## src/msp_pkg.sv

```systemverilog
`timescale 1ns / 1ps
// Shared types and constants for the MSP v1/v2 frame decoder.
// No dependencies; used by the parser, the config registers and the top level.
package msp_pkg;

    localparam int unsigned BYTE_W  = 8;
    localparam int unsigned LEN_W   = 16;
    localparam int unsigned KIND_W  = 2;
    localparam int unsigned APB_AW  = 3;
    localparam int unsigned APB_DW  = 32;

    localparam logic [LEN_W-1:0] MAX_V2_RESET = 16'd4096;

    // register word index
    localparam logic REG_MAX_V2 = 1'b0;

    // result kinds
    localparam logic [KIND_W-1:0] KIND_PAYLOAD = 2'd0;
    localparam logic [KIND_W-1:0] KIND_CSUM_OK = 2'd1;
    localparam logic [KIND_W-1:0] KIND_CSUM_BAD = 2'd2;

    typedef struct packed {
        logic [KIND_W-1:0] kind;
        logic [BYTE_W-1:0] payload_byte;
        logic [LEN_W-1:0]  byte_index;
        logic [LEN_W-1:0]  command_code;
        logic [LEN_W-1:0]  payload_length;
        logic              is_version2;
        logic              direction;
        logic              unsupported;
    } t_result;

endpackage

```

## src/msp_cfg.sv

```systemverilog
`timescale 1ns / 1ps
// APB-style configuration register file: holds the v2 payload length limit.
// Depends on msp_pkg.
module msp_cfg (
    input  logic                          i_clk,
    input  logic                          i_rst_n,
    input  logic                          psel,
    input  logic                          penable,
    input  logic                          pwrite,
    input  logic [msp_pkg::APB_AW-1:0]    paddr,
    input  logic [msp_pkg::APB_DW-1:0]    pwdata,
    output logic [msp_pkg::APB_DW-1:0]    prdata,
    output logic                          pready,
    output logic [msp_pkg::LEN_W-1:0]     o_max_v2
);

    logic [msp_pkg::LEN_W-1:0] r_max_v2;
    logic                      reg_hit;

    assign reg_hit = (paddr[msp_pkg::APB_AW-1] == msp_pkg::REG_MAX_V2);
    assign pready  = 1'b1;

    always_ff @(posedge i_clk) begin
        if (!i_rst_n) begin
            r_max_v2 <= msp_pkg::MAX_V2_RESET;
        end else if (psel && penable && pwrite && pready && reg_hit) begin
            r_max_v2 <= pwdata[msp_pkg::LEN_W-1:0];
        end
    end

    always_comb begin
        prdata = '0;
        if (reg_hit) begin
            prdata[msp_pkg::LEN_W-1:0] = r_max_v2;
        end
    end

    assign o_max_v2 = r_max_v2;

endmodule

```

## src/msp_parser.sv

```systemverilog
`timescale 1ns / 1ps
// Frame parse state machine: one byte per fire, XOR / CRC-8 (0xD5) checksum,
// produces at most one result per byte. Depends on msp_pkg.
module msp_parser (
    input  logic                          i_clk,
    input  logic                          i_rst_n,
    input  logic                          i_fire,
    input  logic [msp_pkg::BYTE_W-1:0]    i_byte,
    input  logic [msp_pkg::LEN_W-1:0]     i_max_v2,
    output logic                          o_res_valid,
    output msp_pkg::t_result              o_res
);

    typedef enum logic [4:0] {
        PH_IDLE, PH_PROTO, PH_DIR_V1, PH_DIR_V2, PH_FLAG_V2, PH_LEN_V1,
        PH_CODE_V1, PH_CODE_JUMBO, PH_JLEN_LO, PH_JLEN_HI, PH_PAY_V1,
        PH_CODE_V2_LO, PH_CODE_V2_HI, PH_LEN_V2_LO, PH_LEN_V2_HI, PH_PAY_V2,
        PH_CSUM_V1, PH_CSUM_V2
    } t_phase;

    localparam logic [7:0] CH_DOLLAR = 8'h24;
    localparam logic [7:0] CH_M      = 8'h4D;
    localparam logic [7:0] CH_X      = 8'h58;
    localparam logic [7:0] CH_GT     = 8'h3E;
    localparam logic [7:0] CH_LT     = 8'h3C;
    localparam logic [7:0] CH_BANG   = 8'h21;
    localparam logic [7:0] JUMBO_LEN = 8'd255;
    localparam logic [7:0] CRC_POLY  = 8'hD5;

    function automatic logic [7:0] crc_step(input logic [7:0] crc, input logic [7:0] b);
        logic [7:0] c;
        c = crc ^ b;
        for (int k = 0; k < 8; k++) begin
            c = c[7] ? ((c << 1) ^ CRC_POLY) : (c << 1);
        end
        return c;
    endfunction

    t_phase                    r_phase, n_phase;
    logic [msp_pkg::LEN_W-1:0] r_exp_len, n_exp_len;
    logic [msp_pkg::LEN_W-1:0] r_rx_cnt, n_rx_cnt;
    logic [msp_pkg::LEN_W-1:0] r_code, n_code;
    logic [7:0]                r_csum, n_csum;
    logic [7:0]                r_flag, n_flag;
    logic                      r_dir, n_dir;
    logic                      r_unsup, n_unsup;

    logic [msp_pkg::LEN_W-1:0] cnt_inc;
    logic [msp_pkg::LEN_W-1:0] len_v2;
    logic [msp_pkg::LEN_W-1:0] len_jumbo;
    logic [7:0]                crc_b;

    assign cnt_inc   = r_rx_cnt + 1'b1;
    assign len_v2    = {i_byte, r_exp_len[7:0]};
    assign len_jumbo = {i_byte, r_exp_len[7:0]};
    assign crc_b     = crc_step(r_csum, i_byte);

    always_comb begin
        n_phase     = r_phase;
        n_exp_len   = r_exp_len;
        n_rx_cnt    = r_rx_cnt;
        n_code      = r_code;
        n_csum      = r_csum;
        n_flag      = r_flag;
        n_dir       = r_dir;
        n_unsup     = r_unsup;
        o_res_valid = 1'b0;

        o_res.kind           = msp_pkg::KIND_PAYLOAD;
        o_res.payload_byte   = i_byte;
        o_res.byte_index     = r_rx_cnt;
        o_res.command_code   = r_code;
        o_res.payload_length = r_exp_len;
        o_res.is_version2    = (r_phase == PH_PAY_V2) || (r_phase == PH_CSUM_V2);
        o_res.direction      = r_dir;
        o_res.unsupported    = r_unsup;

        unique case (r_phase)
            PH_IDLE: begin
                if (i_byte == CH_DOLLAR) begin
                    n_csum  = '0;
                    n_phase = PH_PROTO;
                end
            end
            PH_PROTO: begin
                if (i_byte == CH_M) begin
                    n_phase = PH_DIR_V1;
                end else if (i_byte == CH_X) begin
                    n_phase = PH_DIR_V2;
                end else begin
                    n_phase = PH_IDLE;
                end
            end
            PH_DIR_V1, PH_DIR_V2: begin
                n_unsup = 1'b0;
                if (i_byte == CH_GT) begin
                    n_dir = 1'b1;
                end else if (i_byte == CH_LT) begin
                    n_dir = 1'b0;
                end else if (i_byte == CH_BANG) begin
                    n_unsup = 1'b1;
                end
                n_phase = (r_phase == PH_DIR_V1) ? PH_LEN_V1 : PH_FLAG_V2;
            end
            PH_FLAG_V2: begin
                n_flag  = i_byte;
                n_csum  = crc_step(8'd0, i_byte);
                n_phase = PH_CODE_V2_LO;
            end
            PH_LEN_V1: begin
                n_exp_len = {8'd0, i_byte};
                n_rx_cnt  = '0;
                n_csum    = i_byte;
                n_phase   = (i_byte == JUMBO_LEN) ? PH_CODE_JUMBO : PH_CODE_V1;
            end
            PH_CODE_V1: begin
                n_code  = {8'd0, i_byte};
                n_csum  = r_csum ^ i_byte;
                n_phase = (r_exp_len != '0) ? PH_PAY_V1 : PH_CSUM_V1;
            end
            PH_CODE_JUMBO: begin
                n_code  = {8'd0, i_byte};
                n_csum  = r_csum ^ i_byte;
                n_phase = PH_JLEN_LO;
            end
            PH_JLEN_LO: begin
                n_exp_len = {8'd0, i_byte};
                n_csum    = r_csum ^ i_byte;
                n_phase   = PH_JLEN_HI;
            end
            PH_JLEN_HI: begin
                n_exp_len = len_jumbo;
                n_csum    = r_csum ^ i_byte;
                n_rx_cnt  = '0;
                n_phase   = (len_jumbo != '0) ? PH_PAY_V1 : PH_CSUM_V1;
            end
            PH_CODE_V2_LO: begin
                n_code  = {8'd0, i_byte};
                n_csum  = crc_b;
                n_phase = PH_CODE_V2_HI;
            end
            PH_CODE_V2_HI: begin
                n_code  = {i_byte, r_code[7:0]};
                n_csum  = crc_b;
                n_phase = PH_LEN_V2_LO;
            end
            PH_LEN_V2_LO: begin
                n_exp_len = {8'd0, i_byte};
                n_csum    = crc_b;
                n_phase   = PH_LEN_V2_HI;
            end
            PH_LEN_V2_HI: begin
                n_exp_len = len_v2;
                n_csum    = crc_b;
                n_rx_cnt  = '0;
                if (len_v2 > i_max_v2) begin
                    n_phase = PH_IDLE;
                end else begin
                    n_phase = (len_v2 != '0) ? PH_PAY_V2 : PH_CSUM_V2;
                end
            end
            PH_PAY_V1, PH_PAY_V2: begin
                o_res_valid = 1'b1;
                n_csum      = (r_phase == PH_PAY_V2) ? crc_b : (r_csum ^ i_byte);
                n_rx_cnt    = cnt_inc;
                if (cnt_inc >= r_exp_len) begin
                    n_phase = (r_phase == PH_PAY_V2) ? PH_CSUM_V2 : PH_CSUM_V1;
                end
            end
            PH_CSUM_V1, PH_CSUM_V2: begin
                o_res_valid = 1'b1;
                o_res.kind  = (r_csum == i_byte) ? msp_pkg::KIND_CSUM_OK
                                                 : msp_pkg::KIND_CSUM_BAD;
                n_phase     = PH_IDLE;
            end
            default: begin
                n_phase = PH_IDLE;
            end
        endcase
    end

    always_ff @(posedge i_clk) begin
        if (!i_rst_n) begin
            r_phase   <= PH_IDLE;
            r_exp_len <= '0;
            r_rx_cnt  <= '0;
            r_code    <= '0;
            r_csum    <= '0;
            r_flag    <= '0;
            r_dir     <= 1'b0;
            r_unsup   <= 1'b0;
        end else if (i_fire) begin
            r_phase   <= n_phase;
            r_exp_len <= n_exp_len;
            r_rx_cnt  <= n_rx_cnt;
            r_code    <= n_code;
            r_csum    <= n_csum;
            r_flag    <= n_flag;
            r_dir     <= n_dir;
            r_unsup   <= n_unsup;
        end
    end

endmodule

```

## src/msp_v1_v2_frame_decoder_core.sv

```systemverilog
`timescale 1ns / 1ps
// Top level of the MSP v1/v2 frame decoder: input register, parser, result register.
// Depends on msp_pkg, msp_cfg and msp_parser.

// Takes one received byte per word and decodes MSP v1 ("$M", including jumbo
// frames) and v2 ("$X") frames. Each payload byte leaves as a result word with its
// index; the checksum byte ends the frame with a good or bad verdict. Bytes that
// carry header fields give no result, and v2 frames longer than max_v2_payload
// (APB word address 0, reset 4096) are dropped without a result. The block takes
// one byte every cycle while results are taken: a byte is registered on entry, the
// parse state and the XOR or CRC-8 checksum advance as it leaves the input
// register, and any result is registered in the result register. A stalled result
// holds the byte in the input register; once that register is full too, input stalls.
module msp_v1_v2_frame_decoder_core (
    input  logic                          i_clk,
    input  logic                          i_rst_n,
    input  logic                          i_valid,
    output logic                          o_ready,
    input  logic [msp_pkg::BYTE_W-1:0]    i_rx_byte,
    output logic                          o_valid,
    input  logic                          i_ready,
    output logic [msp_pkg::KIND_W-1:0]    o_result_kind,
    output logic [msp_pkg::BYTE_W-1:0]    o_payload_byte,
    output logic [msp_pkg::LEN_W-1:0]     o_byte_index,
    output logic [msp_pkg::LEN_W-1:0]     o_command_code,
    output logic [msp_pkg::LEN_W-1:0]     o_payload_length,
    output logic                          o_is_version2,
    output logic                          o_direction,
    output logic                          o_unsupported,
    input  logic                          psel,
    input  logic                          penable,
    input  logic                          pwrite,
    input  logic [msp_pkg::APB_AW-1:0]    paddr,
    input  logic [msp_pkg::APB_DW-1:0]    pwdata,
    output logic [msp_pkg::APB_DW-1:0]    prdata,
    output logic                          pready
);

    logic [msp_pkg::LEN_W-1:0]  max_v2;
    logic                       r_in_valid;
    logic [msp_pkg::BYTE_W-1:0] r_in_byte;
    logic                       r_out_valid;
    msp_pkg::t_result           r_out;
    logic                       out_free;
    logic                       advance;
    logic                       res_valid;
    msp_pkg::t_result           res;

    msp_cfg u_cfg (
        .i_clk    (i_clk),
        .i_rst_n  (i_rst_n),
        .psel     (psel),
        .penable  (penable),
        .pwrite   (pwrite),
        .paddr    (paddr),
        .pwdata   (pwdata),
        .prdata   (prdata),
        .pready   (pready),
        .o_max_v2 (max_v2)
    );

    assign out_free = !r_out_valid || i_ready;
    assign advance  = r_in_valid && out_free;
    assign o_ready  = !r_in_valid || advance;

    msp_parser u_parser (
        .i_clk       (i_clk),
        .i_rst_n     (i_rst_n),
        .i_fire      (advance),
        .i_byte      (r_in_byte),
        .i_max_v2    (max_v2),
        .o_res_valid (res_valid),
        .o_res       (res)
    );

    always_ff @(posedge i_clk) begin
        if (!i_rst_n) begin
            r_in_valid <= 1'b0;
        end else if (o_ready) begin
            r_in_valid <= i_valid;
        end
    end

    always_ff @(posedge i_clk) begin
        if (o_ready && i_valid) begin
            r_in_byte <= i_rx_byte;
        end
    end

    always_ff @(posedge i_clk) begin
        if (!i_rst_n) begin
            r_out_valid <= 1'b0;
        end else if (out_free) begin
            r_out_valid <= advance && res_valid;
        end
    end

    always_ff @(posedge i_clk) begin
        if (advance && res_valid) begin
            r_out <= res;
        end
    end

    assign o_valid          = r_out_valid;
    assign o_result_kind    = r_out.kind;
    assign o_payload_byte   = r_out.payload_byte;
    assign o_byte_index     = r_out.byte_index;
    assign o_command_code   = r_out.command_code;
    assign o_payload_length = r_out.payload_length;
    assign o_is_version2    = r_out.is_version2;
    assign o_direction      = r_out.direction;
    assign o_unsupported    = r_out.unsupported;

    a_in_hold: assert property (@(posedge i_clk) disable iff (!i_rst_n)
        r_in_valid && !advance |=> r_in_valid && $stable(r_in_byte))
        else $error("input word lost while parser stalled");

    a_ready_free: assert property (@(posedge i_clk) disable iff (!i_rst_n)
        !o_ready |-> r_in_valid && r_out_valid && !i_ready)
        else $error("input stalled without a full pipeline");

    a_kind_ok: assert property (@(posedge i_clk) disable iff (!i_rst_n)
        o_valid |-> (o_result_kind == msp_pkg::KIND_PAYLOAD ||
                     o_result_kind == msp_pkg::KIND_CSUM_OK ||
                     o_result_kind == msp_pkg::KIND_CSUM_BAD))
        else $error("illegal result kind");

    a_pay_index: assert property (@(posedge i_clk) disable iff (!i_rst_n)
        o_valid && o_result_kind == msp_pkg::KIND_PAYLOAD
            |-> o_byte_index < o_payload_length)
        else $error("payload index beyond declared length");

endmodule

```

## config.mk

```make
export PLATFORM = sky130hd
export DESIGN_NAME = msp_v1_v2_frame_decoder_core
export DESIGN_NICKNAME = d
export VERILOG_FILES = /design/src/msp_pkg.sv /design/src/msp_cfg.sv /design/src/msp_parser.sv /design/src/msp_v1_v2_frame_decoder_core.sv
export SDC_FILE = /design/constraint.sdc
export NUM_CORES = 1
export LEC_CHECK = 0
export ABC_AREA = 1
export BUFFER_PORTS_ARGS = -buffer_cell sky130_fd_sc_hd__buf_2
export CAP_MARGIN = 40
export CORE_MARGIN = 8
export CORE_UTILIZATION = 56
export CTS_CLUSTER_DIAMETER = 100
export CTS_CLUSTER_SIZE = 14
export DETAILED_ROUTE_END_ITERATION = 8
export HOLD_SLACK_MARGIN = 0.15
export PLACE_DENSITY = 0.87
export SYNTH_ARGS = -nofsm -noshare
export SYNTH_HDL_FRONTEND = slang
export SYNTH_HIERARCHICAL = 1
export SYNTH_SLANG_ARGS = --single-unit
```

## constraint.sdc

```tcl
create_clock -name i_clk -period 17.6 [get_ports i_clk]
set_clock_uncertainty 0.05 [all_clocks]
set_input_delay 2.64 -clock i_clk [delete_from_list [all_inputs] [get_ports i_clk]]
set_output_delay 2.64 -clock i_clk [all_outputs]
set_load 0.05 [all_outputs]
```

# --- After elaboration in Yosys (flattened, before gate mapping) ---
# Cells that the tools add are included.
totals:
  register_bits: 150
  out_inout_bits: 96
classes:
  addsub: 1
  mux: 42
  magnitude_cmp: 2
  reduce_logical: 38
  n_eq_ne: 27
  bitwise_logic: 20
op_table:
  columns: ["operator", "count"]
  rows:
  - ["$mux 8", 18]
  - ["$pmux 16 s2", 3]
  - ["$not 5->5", 16]
  - ["$pmux 5 s14", 1]
  - ["$pmux 8 s6", 1]
  - ["$eq 5x4->1 const B", 8]
  - ["$mux 5", 7]
  - ["$eq 8x6->1 const B", 4]
  - ["$reduce_bool 16->1", 2]
  - ["$eq 5x3->1 const B", 4]
  - ["$add 16x1->16 const B", 1]
  - ["$eq 8x7->1 const B", 2]
  - ["$ge 16x16->1", 1]
  - ["$gt 16x16->1", 1]
  - ["$mux 16", 1]
  - ["$reduce_and 3->1", 5]
  - ["$reduce_or 4->1", 3]
  - ["$eq 5x2->1 const B", 2]
  - ["$eq 5x5->1 const B", 2]
  - ["$mux 1", 9]
  - ["$reduce_or 3->1", 3]
  - ["$eq 8x8->1", 1]
  - ["$eq 8x8->1 const B", 1]
  - ["$reduce_and 2->1", 4]
  - ["12 further kinds", 30]

# --- Logic depth before layout (Yosys ltp) ---
depth:
  ltp_word: 19
  depth_mapped: 21
  mapped_depth_nobuf: 21

# --- Cells and area by module ---
# The synthesis kept the hierarchy.
modules_own_cells:
  columns: ["module", "seq_area_each_um2", "area_each_um2", "cells_each", "n_inst"]
  rows:
  - ["msp_parser", 1261.2, 5213.8, 790, 1]
  - ["msp_v1_v2_frame_decoder_core", 2112.0, 2179.6, 86, 1]
  - ["msp_cfg", 320.3, 1052.3, 159, 1]

# --- Worst setup path before layout ---
# Ideal clock, no wire load.
synth_timing:
  kind: "input to register"
  from: "input port i_ready"
  to: "register r_out (netlist bit o_byte_index[0]), enable pin"
  t_arrival_ns: 6.933
  required_ns: 16.995
  setup_slack_ns: 10.062
  cell_stages: 4
  setup_time_ns: 0.555
  cell_sequence: "inv_1 > nand2_1 > inv_1 > nor3_1"
synth_between:
  elab_chain_len: 3
synth_rtl:
  columns: ["element", "line_no", "rtl"]
  rows:
  - ["start, declared", "msp_v1_v2_frame_decoder_core.sv:21", "input logic i_ready,"]
  - ["$logic_or 1x1->1", "msp_v1_v2_frame_decoder_core.sv:62", "assign out_free = !r_out_valid || i_ready;"]
  - ["$logic_and 1x1->1", "msp_v1_v2_frame_decoder_core.sv:63", "assign advance = r_in_valid && out_free;"]
  - ["$logic_and 1x1->1", "msp_v1_v2_frame_decoder_core.sv:99", "if (advance && res_valid) begin"]
  - ["end signal, assigned", "msp_v1_v2_frame_decoder_core.sv:100", "r_out <= res;"]
  - ["end, declared", "msp_v1_v2_frame_decoder_core.sv:43", "msp_pkg::t_result r_out;"]
# Every way passes these cells.
# A chain may end at the register's enable or synchronous reset.

# --- Worst setup path after layout ---
layout_timing:
  from: "input port paddr[2] in the netlist's numbering"
  to: "output port prdata[2] in the netlist's numbering"
layout_between:
  elab_chain_len: 1
layout_rtl:
  columns: ["element", "line_no", "rtl"]
  rows:
  - ["start, declared", "msp_v1_v2_frame_decoder_core.sv:33", "input logic [msp_pkg::APB_AW-1:0] paddr,"]
  - ["$mux 16", "msp_cfg.sv:33", "if (reg_hit) begin"]
  - ["end, declared", "msp_v1_v2_frame_decoder_core.sv:35", "output logic [msp_pkg::APB_DW-1:0] prdata,"]
# Every way passes these cells.

==> reports/results.tsv <==
metric	value	unit
status	complete, no violations	
diodes	0	
dr.first_iter.drc_count	605	
irDropWorstVdd	0.0791	mV
seq_area_frac_synth	43.7	%
cts_hold_buf	0	
dp_hpwl	14.8	mm
tightest_slew	769	ps
ios	146	
wire_per_inst	15.3	um
synth_top_family_by_area	simple AND/OR/NAND/NOR gates	
port_buffers	110	
hold_path_class	reg2reg	
cts_root_buf	clkbuf_16	
clock_sinks	150	
h-tree-depth	4	
drc	0	
track_usage	21.3	%
synthMuxAreaShare	0	%
hold-path-endpoint	o_command_code[7]	
synth_fa_ha_area_share	5.48	%
min_from	u_parser/r_code[7]	
grt_max_degree	43	
area_growth_syn_to_layout	12.7	%
r2r_end	u_parser/r_phase[2]	
finalHoldViolCount	0	
synthSimpleGateAreaFrac	25.8	%
period_needed	5940	ps
synth_edf_count	69	
synthXorXnorAreaFrac	3.29	%
grt_pass1_wl	33.4	mm
die_w	139	um
arrival	3250	ps
fin_setup_tns	0	ps
synth_ff_type	dfxtp_1	
end_kind	output port	
first_global_vias	6929	
antenna_found_initial	0	
holdPathStages	0	
start_kind	primary input	
cts_tree	yes	
cp_max_fo	18	
antenna_left	0	
setup_viol_count_final	0	
rsz0062_at_grt	false	
wl	20.4	mm
rr_worst_depth	20	
cellPowerDensity	95.9	nW/um2
clk_latency	440	ps
post_cts_resized	0	
r2r_start	u_parser/r_rx_cnt[0]	
ys_ff_latch	150	
layout.nets	1218	
cts_buffer_depth	2	
cts.clk_slew.worst_paths	60	ps
p_leak	4.18	nW
die_area	19300	um2
crit_type	in2out	
grt-ovfl-total	0	
drv_slew	0	
syn_area_per_cell	8.16	um2
cts_setup_buffers	0	
ff2ff_setup_slack	14060	ps
netlist_area	8450	um2
vias	7158	
rows	45	
yosys_warnings	6	
drive_gt1_share	21.2	%
max_freq	168	MHz
async_flop_share	0	%
synthDistinctLibCells	61	
worst_hold_slack	376	ps
syn_inst	1035	
crit_required	14910	ps
numCtsBuffers	17	
gp_congestion	0.918	
initial_core_util	56.4	%
via_per_inst	5.37	
core	15000	um2
die_height	139	um
maxCapViolCount	0	
fin_crit_sh	33.8	%
slew_headroom	48.8	%
drt-pass1-iter-count	6	
synth_compound_area_share	9.84	%
[worst max-delay path, cell delays in order]
cell and delay (ps):
buf_2 210, nor2_1 130, buf_2 270
[synth_stat cells, types with 21 or more instances]
library cell	instances	area share, %
a21oi_1	76	4.5
nor2_1	81	3.6
nand3_1	77	4.6
nand2_1	203	9.0
ha_1	37	5.5
dfxtp_1	81	19
buf_4	30	2.7
inv_1	141	6.3
nor2_2	21	1.6
nand2_2	21	1.6
edfxtp_1	69	25
o21ai_0	33	2.0
[stage by stage]
stage	total power, mW	instances	util (%)	area, um2	setup slack, ps
floorplan	0.541	1050	-	8500	10060
detailed placement	0.574	1300	59.8	8950	11650
finish	0.913	1332	63.5	9520	11660
global route	0.951	1332	63.5	9520	11590
CTS	0.915	1332	63.5	9520	11650
global placement	0.571	1299	59.7	8950	11670
[flip-flops by register name, summed over array words and instances (netlist names), 2 cells and up]
name	flops
r_in_byte	8
u_parser/r_csum	8
o_byte_index	16
o_command_code	16
u_parser/r_exp_len	16
u_parser/r_code	16
u_parser/r_phase	5
o_payload_length	16
u_cfg/o_max_v2	16
o_payload_byte	8
o_result_kind	2
u_parser/r_rx_cnt	16
[cells in the final DEF, fill, tap and decap left out, drive strengths merged, types with 2 or more instances in the layout]
master	instances
a211oi	3
a21oi	81
a31oi	2
a41oi	3
buf	115
clkbuf	18
clkinv	8
clkinvlp	4
conb	17
dfxtp	81
edfxtp	69
ha	37
inv	164
nand2	234
nand3	82
nand4	10
nor2	106
nor3	12
nor4	6
o211ai	3
o21ai	38
o21bai	2
o22ai	5
o31ai	4
or2	2
xnor2	13
xor2	17
[metal layers]
layer | GRT usage [%] | share of wire (%) | vias up
met2 | 37.5 | 50 | 271
met5 | 0 | 0 | -
met4 | 8.72 | 2.3 | 0
met3 | 4.96 | 6.7 | 54
met1 | 24.5 | 41 | 3315
li1 | - | - | 3518
[final cells by class]
cell class                 instances  area, um2
timing repair buffer             115        588
sequential                       150       3690
fill                            1208       5460
clock inverter                    14        123
multi-input combinational        685       3820
tap                              188        235
inverter                         162        617
clock buffer                      18        439
[where the power goes]
| part | internal (mW) | switching [mW] | leakage, nW | total [mW] |
|---|---|---|---|---|
| sequential | 0.377 | 0.0147 | 1.29 | 0.392 |
| combinational | 0.0515 | 0.128 | 2.62 | 0.179 |
| clock | 0.188 | 0.155 | 0.266 | 0.342 |
[kinds of logic after synthesis]
logic type	Yosys count
flops	150
other cells	2
fa+ha+maj	37
xor+xnor	30
buf+inv	215
compound gates	146
simple gates	455
[worst max-delay path by stage]
stage	from	slack (ps)	end	depth (start not counted)
after global placement	paddr[2]	11670	prdata[15]	3
final	paddr[2]	11660	prdata[2]	3
after floorplan	i_ready	10060	o_byte_index[0]	4
after detailed placement	paddr[2]	11650	prdata[7]	3
after global routing	paddr[2]	11590	prdata[5]	3
after CTS	paddr[2]	11650	prdata[2]	3
No activity file was read; power rests on OpenSTA's default activity.
